### config.mk
export PLATFORM = sky130hd
export DESIGN_NAME = button_gesture_classifier_top_flat
export DESIGN_NICKNAME = d
export VERILOG_FILES = /design/src/rtl/core/bgc_pkg.sv /design/src/rtl/core/bgc_stream_if.sv /design/src/rtl/core/button_gesture_classifier_top.sv /design/src/flat_wrapper.sv
export SDC_FILE = /design/constraint.sdc
export NUM_CORES = 1
export LEC_CHECK = 0
export ABC_AREA = 1
export BUFFER_PORTS_ARGS = -buffer_cell sky130_fd_sc_hd__buf_2
export CAP_MARGIN = 25
export CORE_MARGIN = 2
export CORE_UTILIZATION = 35
export CTS_CLUSTER_DIAMETER = 80
export DETAILED_ROUTE_END_ITERATION = 12
export GPL_TIMING_DRIVEN = 0
export PLACE_DENSITY = 0.5
export RECOVER_POWER = 25
export SLEW_MARGIN = 10
export SYNTH_ARGS = -nofsm -noshare
export SYNTH_HDL_FRONTEND = slang
export SYNTH_SLANG_ARGS = --single-unit
### constraint.sdc
create_clock -name clk_i -period 4.45 [get_ports clk_i]
set_clock_uncertainty 0.2 [all_clocks]
set_input_delay 0.445 -clock clk_i [delete_from_list [all_inputs] [get_ports clk_i]]
set_output_delay 0.445 -clock clk_i [all_outputs]
set_load 0.02 [all_outputs]
### src/rtl/core/bgc_pkg.sv
package bgc_pkg;

  localparam int unsigned DEB_W   = 8;
  localparam int unsigned TICK_W  = 20;
  localparam int unsigned CLICK_W = 3;
  localparam int unsigned CFG_W   = 20;
  localparam int unsigned IDX_W   = 3;

  localparam logic [DEB_W-1:0]  DEBOUNCE_RST  = 8'd50;
  localparam logic [TICK_W-1:0] LONG_RST      = 20'd1000;
  localparam logic [TICK_W-1:0] VERY_LONG_RST = 20'd3000;
  localparam logic [TICK_W-1:0] RESET_RST     = 20'd10000;
  localparam logic [TICK_W-1:0] CLICK_GAP_RST = 20'd300;

  typedef enum logic {
    ACT_TICK  = 1'b0,
    ACT_CLEAR = 1'b1
  } action_e;

  typedef enum logic [2:0] {
    EV_NONE      = 3'd0,
    EV_SINGLE    = 3'd1,
    EV_DOUBLE    = 3'd2,
    EV_TRIPLE    = 3'd3,
    EV_LONG      = 3'd4,
    EV_VERY_LONG = 3'd5,
    EV_RESET     = 3'd6
  } event_e;

  typedef enum logic [IDX_W-1:0] {
    CFG_DEBOUNCE    = 3'd0,
    CFG_LONG        = 3'd1,
    CFG_VERY_LONG   = 3'd2,
    CFG_RESET_PRESS = 3'd3,
    CFG_CLICK_GAP   = 3'd4
  } cfg_idx_e;

  typedef struct packed {
    action_e action;
    logic    raw_level;
  } in_item_t;

  typedef struct packed {
    event_e              event_code;
    logic                is_down;
    logic [TICK_W-1:0]   held_ms;
  } out_item_t;

endpackage

### src/rtl/core/bgc_stream_if.sv
interface bgc_stream_if #(
  parameter type data_t = logic
);
  logic  valid;
  logic  ready;
  data_t data;

  modport source(output valid, output data, input ready);
  modport sink(input valid, input data, output ready);
endinterface

### src/rtl/core/button_gesture_classifier_top.sv
// Channel   Direction  Payload                              Handshake
// in_i      sink       action, raw_level                    valid / ready
// out_o     source     event_code, is_down, held_ms         valid / ready
// cfg       write      cfg_we_i, cfg_idx_i, cfg_data_i      write enable only
//
// An item is taken into an input register, classified combinationally and the
// result lands in an output register; one item per cycle while the output is not stalled.
// Reset restores the default thresholds and the released, idle gesture state.
// A stalled output register holds the input stage; the input register still
// takes a transaction whenever its content moves on in the same cycle.
module button_gesture_classifier_top
  import bgc_pkg::*;
(
  input  logic               clk_i,
  input  logic               rst_ni,
  input  logic               cfg_we_i,
  input  logic [IDX_W-1:0]   cfg_idx_i,
  input  logic [CFG_W-1:0]   cfg_data_i,
  bgc_stream_if.sink         in_i,
  bgc_stream_if.source       out_o
);

  logic [DEB_W-1:0]   debounce_ms_q;
  logic [TICK_W-1:0]  long_ms_q, very_long_ms_q, reset_ms_q, click_gap_ms_q;

  logic               in_valid_q;
  in_item_t           in_q;
  logic               out_valid_q;
  out_item_t          out_q, out_d;
  logic               advance;

  logic               stable_q, stable_d;
  logic [DEB_W-1:0]   deb_q, deb_d, deb_inc;
  logic [TICK_W-1:0]  press_q, press_d;
  logic [TICK_W-1:0]  gap_q, gap_d, gap_inc;
  logic [CLICK_W-1:0] clicks_q, clicks_d;
  logic               long_f_q, long_f_d;
  logic               vlong_f_q, vlong_f_d;
  logic               reset_f_q, reset_f_d;
  logic               changed;
  event_e             ev;

  always_ff @(posedge clk_i or negedge rst_ni) begin
    if (!rst_ni) begin
      debounce_ms_q  <= DEBOUNCE_RST;
      long_ms_q      <= LONG_RST;
      very_long_ms_q <= VERY_LONG_RST;
      reset_ms_q     <= RESET_RST;
      click_gap_ms_q <= CLICK_GAP_RST;
    end else if (cfg_we_i) begin
      case (cfg_idx_e'(cfg_idx_i))
        CFG_DEBOUNCE:    debounce_ms_q  <= cfg_data_i[DEB_W-1:0];
        CFG_LONG:        long_ms_q      <= cfg_data_i[TICK_W-1:0];
        CFG_VERY_LONG:   very_long_ms_q <= cfg_data_i[TICK_W-1:0];
        CFG_RESET_PRESS: reset_ms_q     <= cfg_data_i[TICK_W-1:0];
        CFG_CLICK_GAP:   click_gap_ms_q <= cfg_data_i[TICK_W-1:0];
        default: ;
      endcase
    end
  end

  assign advance     = in_valid_q && (!out_valid_q || out_o.ready);
  assign in_i.ready  = !in_valid_q || advance;
  assign out_o.valid = out_valid_q;
  assign out_o.data  = out_q;

  always_ff @(posedge clk_i or negedge rst_ni) begin
    if (!rst_ni) begin
      in_valid_q  <= 1'b0;
      out_valid_q <= 1'b0;
    end else begin
      in_valid_q  <= (in_i.valid && in_i.ready) || (in_valid_q && !advance);
      out_valid_q <= advance || (out_valid_q && !out_o.ready);
    end
  end

  always_ff @(posedge clk_i) begin
    if (in_i.valid && in_i.ready) begin
      in_q <= in_i.data;
    end
    if (advance) begin
      out_q <= out_d;
    end
  end

  always_comb begin
    stable_d  = stable_q;
    deb_d     = deb_q;
    press_d   = press_q;
    gap_d     = gap_q;
    clicks_d  = clicks_q;
    long_f_d  = long_f_q;
    vlong_f_d = vlong_f_q;
    reset_f_d = reset_f_q;
    changed   = 1'b0;
    ev        = EV_NONE;
    deb_inc   = (deb_q != '1) ? deb_q + 1'b1 : deb_q;
    gap_inc   = (gap_q != '1) ? gap_q + 1'b1 : gap_q;

    if (in_q.action == ACT_CLEAR) begin
      press_d   = '0;
      gap_d     = '0;
      clicks_d  = '0;
      long_f_d  = 1'b0;
      vlong_f_d = 1'b0;
      reset_f_d = 1'b0;
    end else begin
      if (in_q.raw_level != stable_q) begin
        if (deb_inc >= debounce_ms_q) begin
          stable_d = in_q.raw_level;
          deb_d    = '0;
          changed  = 1'b1;
        end else begin
          deb_d = deb_inc;
        end
      end else begin
        deb_d = '0;
      end

      if (changed && !stable_d) begin
        press_d   = '0;
        long_f_d  = 1'b0;
        vlong_f_d = 1'b0;
        reset_f_d = 1'b0;
        gap_d     = gap_inc;
      end else if (changed) begin
        press_d = '0;
        // Only a press that fired no hold event counts as a click.
        if (!long_f_q && !vlong_f_q && !reset_f_q) begin
          clicks_d = (clicks_q != '1) ? clicks_q + 1'b1 : clicks_q;
          gap_d    = '0;
        end else begin
          gap_d = gap_inc;
        end
      end else begin
        if (!stable_q && press_q != '1) begin
          press_d = press_q + 1'b1;
        end
        gap_d = gap_inc;
      end

      if (!stable_d) begin
        if (press_d >= reset_ms_q && !reset_f_d) begin
          reset_f_d = 1'b1;
          ev        = EV_RESET;
        end else if (press_d >= very_long_ms_q && !vlong_f_d) begin
          vlong_f_d = 1'b1;
          ev        = EV_VERY_LONG;
        end else if (press_d >= long_ms_q && !long_f_d) begin
          long_f_d = 1'b1;
          ev       = EV_LONG;
        end
      end else if (clicks_d != '0 && gap_d > click_gap_ms_q) begin
        case (clicks_d)
          3'd2:    ev = EV_DOUBLE;
          3'd3:    ev = EV_TRIPLE;
          default: ev = EV_SINGLE;
        endcase
        clicks_d = '0;
      end
    end

    out_d.event_code = ev;
    out_d.is_down    = !stable_d;
    out_d.held_ms    = stable_d ? '0 : press_d;
  end

  always_ff @(posedge clk_i or negedge rst_ni) begin
    if (!rst_ni) begin
      stable_q  <= 1'b1;
      deb_q     <= '0;
      press_q   <= '0;
      gap_q     <= '0;
      clicks_q  <= '0;
      long_f_q  <= 1'b0;
      vlong_f_q <= 1'b0;
      reset_f_q <= 1'b0;
    end else if (advance) begin
      stable_q  <= stable_d;
      deb_q     <= deb_d;
      press_q   <= press_d;
      gap_q     <= gap_d;
      clicks_q  <= clicks_d;
      long_f_q  <= long_f_d;
      vlong_f_q <= vlong_f_d;
      reset_f_q <= reset_f_d;
    end
  end

  a_released_no_hold: assert property (@(posedge clk_i) disable iff (!rst_ni)
    out_valid_q && !out_q.is_down |-> out_q.held_ms == '0)
    else $error("released result carries a press duration");

  a_hold_event_down: assert property (@(posedge clk_i) disable iff (!rst_ni)
    out_valid_q && (out_q.event_code == EV_LONG || out_q.event_code == EV_VERY_LONG ||
                    out_q.event_code == EV_RESET) |-> out_q.is_down)
    else $error("hold event reported while released");

  a_click_released: assert property (@(posedge clk_i) disable iff (!rst_ni)
    out_valid_q && (out_q.event_code == EV_SINGLE || out_q.event_code == EV_DOUBLE ||
                    out_q.event_code == EV_TRIPLE) |-> !out_q.is_down)
    else $error("click reported while held");

  a_clear_quiet: assert property (@(posedge clk_i) disable iff (!rst_ni)
    advance && in_q.action == ACT_CLEAR |=> out_q.event_code == EV_NONE && clicks_q == '0)
    else $error("clear transaction produced an event or left clicks pending");

endmodule

### src/flat_wrapper.sv
// flat-port wrapper written by rule: the top's interface ports become plain ports
module button_gesture_classifier_top_flat import bgc_pkg::*;
  (clk_i, rst_ni, cfg_we_i, cfg_idx_i, cfg_data_i, in_i_valid, in_i_data, in_i_ready, out_o_valid, out_o_data, out_o_ready);
  bgc_stream_if #(.data_t(in_item_t)) in_i_i ();
  bgc_stream_if #(.data_t(out_item_t)) out_o_i ();
  input  logic clk_i;
  input  logic rst_ni;
  input  logic cfg_we_i;
  input  logic [IDX_W-1:0] cfg_idx_i;
  input  logic [CFG_W-1:0] cfg_data_i;
  input wire logic [$bits(in_i_i.valid)-1:0] in_i_valid;
  input wire logic [$bits(in_i_i.data)-1:0] in_i_data;
  output wire logic [$bits(in_i_i.ready)-1:0] in_i_ready;
  output wire logic [$bits(out_o_i.valid)-1:0] out_o_valid;
  output wire logic [$bits(out_o_i.data)-1:0] out_o_data;
  input wire logic [$bits(out_o_i.ready)-1:0] out_o_ready;
  assign in_i_i.valid = in_i_valid;
  assign in_i_i.data = in_i_data;
  assign in_i_ready = in_i_i.ready;
  assign out_o_valid = out_o_i.valid;
  assign out_o_data = out_o_i.data;
  assign out_o_i.ready = out_o_ready;
  button_gesture_classifier_top u_core (.clk_i(clk_i), .rst_ni(rst_ni), .cfg_we_i(cfg_we_i), .cfg_idx_i(cfg_idx_i), .cfg_data_i(cfg_data_i), .in_i(in_i_i), .out_o(out_o_i));
endmodule
## After elaboration in Yosys (flattened, before gate mapping)

Cells that the tools add are included.

| operators by class | value |
|---|---|
| $add $sub $neg | 4 |
| magnitude comparators | 5 |
| reduce and logical (&&, ||, !) cells | 37 |
| bitwise logic cells | 1 |
| muxes and demuxes | 53 |
| equality and inequality tests | 11 |

Operators with widths:

| operator | count |
|---|---|
| 2-to-1 mux 20 bit | 11 |
| >= comparator 20 bit | 3 |
| adder 20 x 1 -> 20 bit, second input constant | 2 |
| inequality test 20 bit, second input constant | 2 |
| 2-to-1 mux 3 bit | 13 |
| 2-to-1 mux 1 bit | 25 |
| 2-to-1 mux 8 bit | 3 |
| greater-than comparator 20 bit | 1 |
| logical NOT 1 bit | 13 |
| == test 3 x 2 -> 1 bit, second input constant | 4 |
| logical AND 1 bit | 12 |
| AND reduction 2 bit | 6 |
| adder 8 x 1 -> 8 bit, second input constant | 1 |
| >= comparator 8 bit | 1 |
| inequality test 8 bit, second input constant | 1 |
| logical OR 1 bit | 4 |
| one-hot mux 2 bit (2 select lines) | 1 |
| adder 3 x 1 -> 3 bit, second input constant | 1 |
| == test 3 x 1 -> 1 bit, second input constant | 1 |
| == test 3 bit, second input constant | 1 |
| logical NOT 3 bit | 1 |
| inequality test 3 bit, second input constant | 1 |
| nonzero test 3 bit | 1 |
| inequality test 1 bit | 1 |
| NOT 1 bit | 1 |

| storage, ports and cells | value |
|---|---|
| input port bits | 30 |
| word-level logic and storage cells | 131 |
| output and inout port bits | 26 |
| bits in registers | 171 |

## Depth between registers and ports, before layout

Gate-level depths: netlist of run 1.

| depth | value |
|---|---|
| depth in word-level cells | 17 |
| depth in mapped cells | 33 |
| gate-level depth less buffers | 32 |

## Worst setup path after synthesis of run 1

Ideal clock, no wire load.

| timing | value |
|---|---|
| kind | reg2reg |
| start point | reg u_core.deb_q[0] |
| end point | reg u_core.out_q (netlist bit u_core.out_o.data[22]), data pin |
| clock period less this slack | 4.181 ns |
| setup slack | 0.269 ns |
| data required time | 3.988 ns |
| cell stages (with the launch flop) | 27 |
| path buffers | 1 |
| data arrival time | 3.719 ns |
| cell sequence | dfrtp_1 -> ha_1 -> inv_1 -> nor4_2 -> nand3_1 -> nand2_1 -> nor2_1 -> xor2_1 -> ha_1 -> a21oi_1 -> o21a_1 -> a21oi_4 -> inv_2 -> buf_2 -> nand3_1 -> inv_1 -> ha_1 -> nand2_1 -> nand2_1 -> nand2_1 -> nand2_1 -> a21oi_1 -> nand4_1 -> a21oi_1 -> inv_1 -> nand2_1 -> a21oi_1 |

| between the ends | value |
|---|---|
| word-level cells in the longest chain between the ends | 15 |
| elaborated cells on any way between the ends | 41 |
| classes of those cells | add/sub: 1; order compare: 4; eq/ne: 3; mux: 25; reduce/logical: 8 |

RTL lines:

| element | line | source |
|---|---|---|
| start, declared | button_gesture_classifier_top.sv:33 | `logic [DEB_W-1:0] deb_q, deb_d, deb_inc;` |
| start signal, assigned | button_gesture_classifier_top.sv:171 | `deb_q <= '0;` |
| start signal, assigned | button_gesture_classifier_top.sv:180 | `deb_q <= deb_d;` |
| adder 8 x 1 -> 8 bit / inequality test 8 bit (equally long branches) | button_gesture_classifier_top.sv:97 | `deb_inc = (deb_q != '1) ? deb_q + 1'b1 : deb_q;` |
| 2-to-1 mux 8 bit * | button_gesture_classifier_top.sv:97 |  |
| >= comparator 8 bit * | button_gesture_classifier_top.sv:109 | `if (deb_inc >= debounce_ms_q) begin` |
| 2-to-1 mux 1 bit | button_gesture_classifier_top.sv:109 |  |
| 2-to-1 mux 1 bit | button_gesture_classifier_top.sv:108 | `if (in_q.raw_level != stable_q) begin` |
| 2-to-1 mux 1 bit | button_gesture_classifier_top.sv:100 | `if (in_q.action == ACT_CLEAR) begin` |
| logical NOT 1 bit | button_gesture_classifier_top.sv:120 | `if (changed && !stable_d) begin` |
| logical AND 1 bit | button_gesture_classifier_top.sv:120 |  |
| 2-to-1 mux 20 bit / 2-to-1 mux 1 bit (equally long branches) | button_gesture_classifier_top.sv:120 |  |
| 2-to-1 mux 20 bit / 2-to-1 mux 1 bit (equally long branches) | button_gesture_classifier_top.sv:100 |  |
| >= comparator 20 bit / logical NOT 1 bit (equally long branches) | button_gesture_classifier_top.sv:146 | `end else if (press_d >= very_long_ms_q && !vlong_f_d) begin` |
| logical AND 1 bit | button_gesture_classifier_top.sv:146 |  |
| 2-to-1 mux 3 bit | button_gesture_classifier_top.sv:146 |  |
| 2-to-1 mux 3 bit | button_gesture_classifier_top.sv:143 | `if (press_d >= reset_ms_q && !reset_f_d) begin` |
| 2-to-1 mux 3 bit * | button_gesture_classifier_top.sv:142 | `if (!stable_d) begin` |
| end signal, assigned | button_gesture_classifier_top.sv:82 | `out_q <= out_d;` |
| end, declared | button_gesture_classifier_top.sv:29 | `out_item_t out_q, out_d;` |

Every way passes the cells marked *; elsewhere a longest branch is shown, timed or not. The select of a mux whose other input is x is not followed.
A chain may end at the register's enable or synchronous reset.

## Worst setup path in the final report of run 1

| timing | value |
|---|---|
| start point | reg u_core.deb_q[1] |
| end point | reg u_core.out_q (netlist bit u_core.out_o.data[21]), data pin |

The elaborated chain is that of the path after synthesis.

==> results of run 1 <==
kinds of logic (layout without fill, tap and decap cells):
logic type,Yosys count,after routing,share of synthesized area
adders and majority gates,92,92,0.1098
and+or+nand+nor,572,572,0.2287
buffers and inverters,294,412,0.1071
AOI/OAI and AO/OA,217,217,0.1138
xor gates and xnor gates,20,20,0.01671
DFF,171,171,0.4238
final cells by class:
| type | instances | share of cell area |
|---|---|---|
| multi-input combinational | 901 | 0.4413 |
| sequential | 171 | 0.3397 |
| inverter | 262 | 0.07770 |
| timing repair buffer | 86 | 0.04708 |
| tap | 390 | 0.03732 |
| clock buffer | 20 | 0.03339 |
| buffer | 32 | 0.01263 |
| clock inverter | 12 | 0.01091 |
placed cells by master, fill, tap and decap left out, types with 20 or more instances in the layout:
cell | Yosys | layout
a21oi_1 | 40 | 34
buf_2 | 6 | 57
clkbuf_1 | 25 | 29
dfrtp_1 | 119 | 119
dfstp_2 | 26 | 26
edfxtp_1 | 26 | 26
ha_1 | 92 | 68
ha_4 | 0 | 24
inv_1 | 252 | 234
nand2_1 | 361 | 322
nand2_2 | 5 | 33
nand3_1 | 54 | 35
nand4_1 | 22 | 22
nor2_1 | 93 | 73
nor3_1 | 21 | 20
o21ai_0 | 121 | 115
o22ai_1 | 29 | 29
report_power, final:
part | total, mW | internal (mW) | switching (mW)
Combinational | 1.93 | 0.737 | 1.20
Clock | 1.52 | 0.836 | 0.683
Sequential | 1.99 | 1.86 | 0.138
Total | 5.45 | 3.43 | 2.02
worst paths after layout:
path,from,endpoint,slack [ps],depth (start not counted)
worst max-delay path,u_core.deb_q[1],u_core.out_o.data[21],30,28
worst min-delay path,out_o_ready,u_core.out_o.valid,90,4
worst max register to register,u_core.deb_q[1],u_core.out_o.data[21],30,28
worst min register to register,u_core.click_gap_ms_q[17],u_core.click_gap_ms_q[17],280,2
max in group asynchronous,rst_ni,u_core.press_q[17],680,2
min in group asynchronous,rst_ni,u_core.click_gap_ms_q[12],1470,2
layer usage:
metal  track usage  vias to the layer above  part of all wire
li1              -                     4573                 -
met1        0.2784                     4378              0.48
met2        0.3176                      174              0.46
met3       0.02857                       35             0.034
met4       0.05751                        0             0.023
met5             0                        -                 0
worst reg2reg max path: cells and delay by family (launching register included):
| kind | cells | cell delay (ps) |
|---|---|---|
| xor gates and xnor gates | 1 | 150 |
| DFF | 1 | 400 |
| and+or+nand+nor | 16 | 1650 |
| adders and majority gates | 3 | 730 |
| buffers and inverters | 6 | 780 |
| AOI/OAI and AO/OA | 2 | 270 |
metrics by stage:
stage	hold slack (ps)	area, um2	setup slack (ps)	utilization
final	88.75	13080	27.27	0.4424
after global routing	115.0	13080	-195.5	0.4424
after CTS	72.63	12180	27.47	0.4121
after detailed placement	211.4	11310	-907.1	0.3826
after global placement	266.5	11240	-967.3	0.3804
after floorplan	-50.59	10480	268.6	-
registers in the layout, summed over array words and instances, names as in the netlist, 2 cells and up:
| signal | count |
|---|---|
| u_core.deb_q | 8 |
| u_core.out_o.data | 24 |
| u_core.press_q | 20 |
| u_core.gap_q | 20 |
| u_core.long_ms_q | 20 |
| u_core.click_gap_ms_q | 20 |
| u_core.in_q | 2 |
| u_core.reset_ms_q | 20 |
| u_core.debounce_ms_q | 8 |
| u_core.clicks_q | 3 |
| u_core.very_long_ms_q | 20 |
Yosys cell counts, types with 21 or more instances:
cell type	n	area, um2
ha_1	92	1151
edfxtp_1	26	780.8
nand2_1	361	1355
nor3_1	21	105.1
dfstp_2	26	683.2
inv_1	252	945.9
o22ai_1	29	181.4
nand4_1	22	137.6
o21ai_0	121	605.6
dfrtp_1	119	2978
nor2_1	93	349.1
a21oi_1	40	200.2
nand3_1	54	270.3
clkbuf_1	25	93.84
timing repair:
action,CTS,global route
gates resized for setup,50,161
pin swaps,12,60
endpoints found under the setup margin,9,9
hold buffers,4,0
endpoints found under the hold margin,56,0
gates cloned,0,1
setup buffers,11,13
==> results.py, run 1 <==
metrics = {
    "run_status": {
        "status": "finished, violations left",
        "violations": "capacitance limit, slew limit",
    },
    "routing": {
        "wl_um": 30230,
        "viasPerCell": 4.888,
        "post_drt_wl_per_cell_um": 16.13,
        "dr_total_vias": 9160,
        "final_antenna_net_count": 0,
        "drt_iter0_markers": 683,
        "drc": 0,
        "drtPass1Iterations": 5,
    },
    "global_route": {
        "antenna_found_initial": 0,
        "grt_max_degree": 93,
        "track_usage": 0.1985,
        "grt_pass1_vias": 8773,
        "overflow": 0,
        "grt_pass1_wl_um": 47780,
    },
    "setup_path": {
        "cp_data_required_time_ps": 4450,
        "crit_type": "register to register",
        "path_max_fanout": 7,
        "path_buf_inv": 6,
        "crit_path_top_delay_cell": "dfrtp_1",
        "path_delay_family": "simple AND/OR/NAND/NOR gates",
        "critPathMaxStageDelay_ps": 400,
        "start_kind": "register",
        "endpoint_kind": "register",
        "worst_ep_arrival_time_ps": 4420,
    },
    "clock_network": {
        "clock_latency_ps": 450,
        "cts_tree": "yes",
        "cts-root-buf": "clkbuf_16",
        "path_clk_slew_ps": 70,
        "clockBufferDepth": 2,
        "cts_made_buffers": 17,
        "clkSinkCount": 171,
        "htree_levels": 4,
    },
    "cells_and_area": {
        "fin_nets": 1593,
        "seq_area_mm2": 0.004442,
        "areaGrowthSynthToFinish_pct": 24.77,
        "stdcell_count": 1874,
        "n_fill_cell": 3015,
        "drive_gt1_frac": 0.2055,
        "multi_input_area_mm2": 0.005771,
        "antenna_cells": 0,
    },
    "sta": {
        "rsz0062_at_grt": "yes",
        "fmax_ghz": 0.2261,
        "fin_crit_ps": 4423,
        "slew_viol_final": 54,
        "slew_headroom": -1.234,
        "setup_tns_ps": 0,
        "hold_viol_final": 0,
        "tightest_slew_ps": 3351,
        "setup_violations": 0,
        "finalCritPeriodShare": 0.9939,
    },
    "place": {
        "hpwl_um": 22230,
        "place_congestion": 0.8737,
        "io_buffers": 55,
        "dp_cells": 1813,
    },
    "floorplanning": {
        "die-width_um": 177.0,
        "die_h_um": 177.0,
        "rows": 63,
        "io_pins": 56,
        "core_area_mm2": 0.02956,
        "die_area_mm2": 0.03134,
        "initial_utilization": 0.3545,
    },
    "run": {
        "drv_cap": 1,
    },
    "synth": {
        "netlist_area_mm2": 0.01048,
        "synthFlopType": "dfrtp_1",
        "seq_area_frac_synth": 0.4238,
        "synth_seq_cells": 171,
        "synth_fp_nets": 1488,
        "yosysWarnings": 0,
        "synth-edff-count": 26,
        "synth_cells": 1366,
        "synth_async_sr_flop_share": 0.8480,
        "avgSynthCellArea_um2": 7.672,
        "yosys.cell_types.count": 42,
    },
    "pwr": {
        "finalPower_mw": 5.447,
        "power_density_mw_per_mm2": 416.5,
        "ir_worst_vdd_mv": 0.2692,
        "leakage_nw": 6.390,
    },
    "min_path": {
        "hold_class": "primary input to register",
    },
}
No activity file was read; power rests on OpenSTA's default activity.
==> run 2, diff against run 1 <==
- CAP_MARGIN: 25 -> 20
- CELL_PAD_IN_SITES_DETAIL_PLACEMENT: unset -> 1
- CELL_PAD_IN_SITES_GLOBAL_PLACEMENT: unset -> 2
- CORE_MARGIN: 2 -> unset
- CORE_UTILIZATION: 35 -> 33
- PLACE_DENSITY: 0.5 -> 0.74
==> results.py, run 2 (same netlist as run 1, synthesis figures left out) <==
metrics = {
    "pwr": {
        "swShare": 0.3736,
        "leakage_nw": 6.446,
        "power_density_mw_per_mm2": 418.5,
        "power_switching_mw": 2.051,
        "share_comb_of_total_power": 0.357,
        "ir_worst_vdd_mv": 0.3119,
        "internal_power_mw": 3.438,
        "p_clk_frac": 0.279,
        "pwr-share-seq": 0.364,
    },
    "routing": {
        "drt_iter0_markers": 480,
        "drtPass1Iterations": 5,
        "viasPerCell": 4.901,
        "final_antenna_net_count": 0,
        "drc": 0,
        "dr_total_vias": 9283,
        "wl_um": 34410,
        "post_drt_wl_per_cell_um": 18.17,
    },
    "place": {
        "pre_cts_slack_ps": -1066,
        "io_buffers": 55,
        "place_congestion": 0.8531,
        "hpwl_um": 25430,
    },
    "sta": {
        "hold_viol_final": 0,
        "fin_crit_ps": 4554,
        "slew_viol_final": 47,
        "rsz0062_at_grt": "yes",
        "fmax_ghz": 0.2196,
        "whs_ps": 77.40,
        "setup_violations": 5,
        "tightest_slew_ps": 2882,
        "finalCritPeriodShare": 1.023,
        "fin_ws_ps": -104.0,
        "slew_headroom": -0.9214,
    },
    "clock_network": {
        "cts_tree": "yes",
        "cts_made_buffers": 17,
        "cts-root-buf": "clkbuf_16",
        "htree_levels": 4,
        "clockBufferDepth": 2,
        "clock_latency_ps": 460,
        "path_clk_slew_ps": 70,
        "clkSinkCount": 171,
    },
    "setup_path": {
        "path_max_fanout": 6,
        "crit_path_frequent_cell": "nand2_1",
        "worst_ep_arrival_time_ps": 4560,
        "start_kind": "register",
        "crit_type": "register to register",
        "critPathMaxStageDelay_ps": 360,
        "crit_path_top_delay_cell": "dfrtp_1",
        "endpoint_kind": "register",
        "path_buf_inv": 7,
        "cp_data_required_time_ps": 4460,
        "path_delay_family": "simple AND/OR/NAND/NOR gates",
        "reg2reg_slack_ps": -100,
    },
    "min_path": {
        "hold_class": "primary input to register",
    },
    "global_route": {
        "antenna_found_initial": 0,
        "grt_pass1_vias": 9606,
        "overflow": 0,
        "track_usage": 0.2201,
        "grt_max_degree": 100,
        "grt_pass1_wl_um": 54570,
    },
    "cells_and_area": {
        "areaGrowthSynthToFinish_pct": 25.15,
        "fin_util": 0.4243,
        "drive_gt1_frac": 0.2076,
        "fin_nets": 1607,
        "final_cell_mix": "nand2_1 (329), inv_1 (236), dfrtp_1 (119)",
        "antenna_cells": 0,
        "mostFrequentLayoutCell": "nand2_1",
        "largest_register_ff_count": 24,
    },
    "floorplanning": {
        "io_pins": 56,
        "rows": 64,
        "die_area_mm2": 0.03247,
        "core_area_mm2": 0.03091,
        "die-width_um": 180.2,
        "die_h_um": 180.2,
        "initial_utilization": 0.3391,
    },
    "run_status": {
        "violations": "capacitance limit, slew limit, setup timing",
        "status": "finished, violations left",
    },
    "run": {
        "drv_cap": 1,
    },
}
run 2: cell count changes in the layout (fill, tap and decap cells not counted), moves of 3 or more:
cell | before | now
buf_4 | 16 | 28
nand2_1 | 322 | 329
nand2_2 | 33 | 26
nor2_4 | 14 | 8
inv_4 | 9 | 4
nor2_2 | 10 | 15
clkinv_4 | 2 | 5
run 2: final timing paths:
path	from	end	cells after the start
min in group asynchronous	rst_ni	u_core.gap_q[14]	2
max reg2reg	u_core.deb_q[0]	u_core.out_o.data[21]	26
max in group asynchronous	rst_ni	u_core.reset_ms_q[18]	2
max	u_core.deb_q[0]	u_core.out_o.data[21]	26
min reg2reg	u_core.reset_ms_q[15]	u_core.reset_ms_q[15]	2
min	out_o_ready	u_core.out_o.valid	4
run 2: timing repair:
action,in CTS,in global routing
gates cloned,2,0
setup buffers,23,14
gates resized for setup,89,100
hold endpoints to repair,48,0
setup endpoints to repair,9,9
hold buffers,4,0
pin swaps,25,41
run 2: routing by layer:
layer / vias to the layer above / track usage / wire length (um)
li1: 4608 / - / -
met1: 4520 / 0.3036 / 16840
met2: 126 / 0.3574 / 16230
met3: 29 / 0.02930 / 802
met4: 0 / 0.06803 / 529
met5: - / 0 / 0
run 2: final cells by class:
cell class / instances / area [um2]
fill: 3757 / 17790
multi-input combinational: 901 / 5699
sequential: 171 / 4442
inverter: 262 / 1007
timing repair buffer: 99 / 718.2
tap: 396 / 495.5
clock buffer: 18 / 439.2
buffer: 32 / 161.4
clock inverter: 14 / 146.4
timing repair inverter: 1 / 7.507
run 2: power by group through the flow:
stage,clock [mW],sequential (mW),combinational [mW]
floorplan,0,2.02,0.968
global placement,0,2.02,1.43
detailed placement,0,2.03,1.48
CTS,1.57,2.00,1.69
global route,1.62,2.03,2.19
finish,1.53,2.00,1.96
run 2: per-stage QoR:
| step | total power, mW | TNS [ps] | area (um2) | instances |
|---|---|---|---|---|
| floorplan | 2.986 | 0 | 10480 | 1366 |
| global placement | 3.445 | -8778 | 11250 | 1817 |
| detailed placement | 3.509 | -8279 | 11310 | 1819 |
| CTS | 5.260 | -23.18 | 12530 | 1880 |
| global route | 5.843 | -2193 | 13120 | 1894 |
| finish | 5.489 | -339.8 | 13120 | 1894 |
run 2: worst reg2reg max path, cell delays in order, from the launching register on:
cell and delay (ps):
dfrtp_1 360, ha_2 200, inv_2 40, nor4_4 300, buf_4 160, buf_4 90, xor2_1 150, nand2_1 100
ha_1 280, nand2_1 60, o21a_2 260, a21oi_4 260, clkinv_4 190, buf_12 200, nand3_4 140, inv_6 70
ha_4 270, nand2_2 60, nor2_4 150, nand2_1 70, nor2_1 110, nand2_1 50, nand4_1 110, buf_6 140
nand2_4 70, nand4_1 130, a21oi_2 70
==> run 3, diff against run 2 <==
- CTS_CLUSTER_SIZE: unset -> 10
- SETUP_SLACK_MARGIN: unset -> 0.3
==> results.py, run 3 (same netlist as run 1, synthesis figures left out) <==
metrics = {
    "sta": {
        "fmax_ghz": 0.2224,
        "setup_tns_ps": -61.59,
        "hold_viol_final": 0,
        "fin_crit_ps": 4497,
        "setup_violations": 2,
        "slew_headroom": -0.8785,
        "whs_ps": 83.54,
        "finalCritPeriodShare": 1.010,
        "tightest_slew_ps": 2818,
        "slew_viol_final": 47,
        "rsz0062_at_grt": "yes",
        "fin_ws_ps": -46.60,
    },
    "floorplanning": {
        "die_h_um": 180.2,
        "die-width_um": 180.2,
        "core_area_mm2": 0.03091,
        "initial_utilization": 0.3391,
        "io_pins": 56,
        "rows": 64,
        "die_area_mm2": 0.03247,
    },
    "setup_path": {
        "start_kind": "register",
        "cp-endpoint": "u_core.out_o.data[23]",
        "crit_type": "register to register",
        "endpoint_kind": "register",
        "worst_ep_arrival_time_ps": 4510,
        "r2r_end": "u_core.out_o.data[23]",
        "cp_data_required_time_ps": 4470,
        "reg2reg_slack_ps": -50,
        "crit_path_start": "u_core.deb_q[3]",
        "reg2reg_from": "u_core.deb_q[3]",
        "r2r_cells": 27,
        "path_max_fanout": 7,
    },
    "run_status": {
        "violations": "capacitance limit, slew limit, setup timing",
        "status": "finished, violations left",
    },
    "place": {
        "hpwl_um": 25440,
        "place_congestion": 0.8345,
        "io_buffers": 55,
        "pre_cts_slack_ps": -985.8,
        "dp_cells": 1819,
    },
    "clock_network": {
        "path_clk_slew_ps": 80,
        "htree_levels": 4,
        "clock_latency_ps": 460,
        "clockBufferDepth": 2,
        "cts_made_buffers": 17,
        "clkSinkCount": 171,
        "cts_tree": "yes",
        "cts-root-buf": "clkbuf_16",
    },
    "routing": {
        "viasPerCell": 4.940,
        "drt_iter0_markers": 436,
        "drc": 0,
        "wl_um": 34920,
        "post_drt_wl_per_cell_um": 18.27,
        "drtPass1Iterations": 5,
        "dr_total_vias": 9440,
        "final_antenna_net_count": 0,
    },
    "global_route": {
        "use_met1": 0.3006,
        "overflow": 0,
        "antenna_found_initial": 0,
        "grt_pass1_wl_um": 54790,
        "met2_usage": 0.3682,
        "busiest_layer": "met2",
        "grt_pass1_vias": 9816,
        "grt_use_met3": 0.02486,
        "track_usage": 0.2194,
        "grt_max_degree": 100,
    },
    "pwr": {
        "finalPower_mw": 5.638,
        "power_density_mw_per_mm2": 415.9,
        "leakage_nw": 6.546,
        "ir_worst_vdd_mv": 0.2744,
    },
    "cells_and_area": {
        "mostFrequentLayoutCell": "nand2_1",
        "areaGrowthSynthToFinish_pct": 29.36,
        "n_fill_cell": 3766,
        "largest_register_ff_count": 24,
        "drive_gt1_frac": 0.2475,
        "fin_nets": 1624,
        "stdcell_count": 1911,
        "final_cell_mix": "nand2_1 (311), inv_1 (228), dfrtp_1 (119)",
        "antenna_cells": 0,
    },
    "min_path": {
        "hold_class": "primary input to register",
    },
    "run": {
        "drv_cap": 1,
    },
}
==> run 3: cell types whose count changed in the layout (fill, tap and decap cells not counted), moves of 7 or more <==
cell / delta
inv_1: -8
nor2_4: +7
nand2_1: -18
inv_4: +7
ha_1: -9
ha_4: +9
buf_4: +16
nand2_2: +16
==> run 3: stage by stage <==
stage / util / instance area, um2
6_report: 0.4386 / 13560
5_1_grt: 0.4386 / 13560
4_1_cts: 0.4109 / 12700
3_5_place_dp: 0.3661 / 11310
3_3_place_gp: 0.3642 / 11260
2_1_floorplan: - / 10490
==> run 3: critical path, cell delays in order, from the launching register on <==
cell      delay (ps)
dfrtp_1          400
nand2_2           90
nor4_4           310
nand3_2          150
buf_8            170
xor2_4           160
ha_4             280
nand2_2           40
nor2_2           100
nor2_1            40
nand2_1           80
nand2_2           90
a21oi_4          240
clkinv_4         200
buf_12           200
nand3_4          130
inv_6             60
ha_4             240
nand2_1           60
nand2_1           50
nand2_1           50
nand2_1           60
a21oi_2          150
nand4_1          240
nand2_2          200
nand3_2          100
nand2_2          100
inv_1             40
==> run 3: area by class of cell <==
class | count | area, um2 | area share
clock inverters | 14 | 158.9 | 0.01172
plain buffers | 32 | 165.2 | 0.01218
well taps | 396 | 495.5 | 0.03655
repair inverters | 1 | 7.507 | 0.0005538
flip-flops and latches | 171 | 4442 | 0.3276
multi-input cells | 901 | 5984 | 0.4414
inverters | 262 | 1023 | 0.07550
repair buffers | 116 | 850.8 | 0.06276
clock buffers | 18 | 429.2 | 0.03166
==> run 3: how the worst min path moves through the flow <==
| stage | startpoint | endpoint | slack (ps) | cells after the start |
|---|---|---|---|---|
| after floorplan | rst_ni | u_core.click_gap_ms_q[0] | -50 | 0 |
| after global placement | u_core.very_long_ms_q[15] | u_core.very_long_ms_q[15] | 270 | 2 |
| after detailed placement | rst_ni | u_core.gap_q[13] | 180 | 1 |
| after CTS | out_o_ready | u_core.in_valid_q | 80 | 4 |
| after global routing | out_o_ready | u_core.out_o.valid | 110 | 4 |
| final | out_o_ready | u_core.in_valid_q | 80 | 4 |
==> run 3: metal layers <==
layer / part of all wire / wire length [um]
met3: 0.022 / 783
met4: 0.012 / 430
met5: 0 / 0
met1: 0.48 / 16720
met2: 0.49 / 16990
==> run 3: power by group <==
part           total, mW  internal (mW)  leakage (nW)  switching (mW)
registers           2.00           1.86          2.09           0.146
logic               2.08          0.805          4.17            1.28
clock network       1.55          0.841         0.285           0.714
total               5.64           3.50          6.55            2.14
==> run 3: repair_timing <==
action,CTS,global route
hold endpoints to repair,48,0
setup endpoints to repair,9,9
gates cloned,2,0
pin swaps,31,62
buffers inserted,30,24
gates resized for setup,117,144
hold buffers,4,0
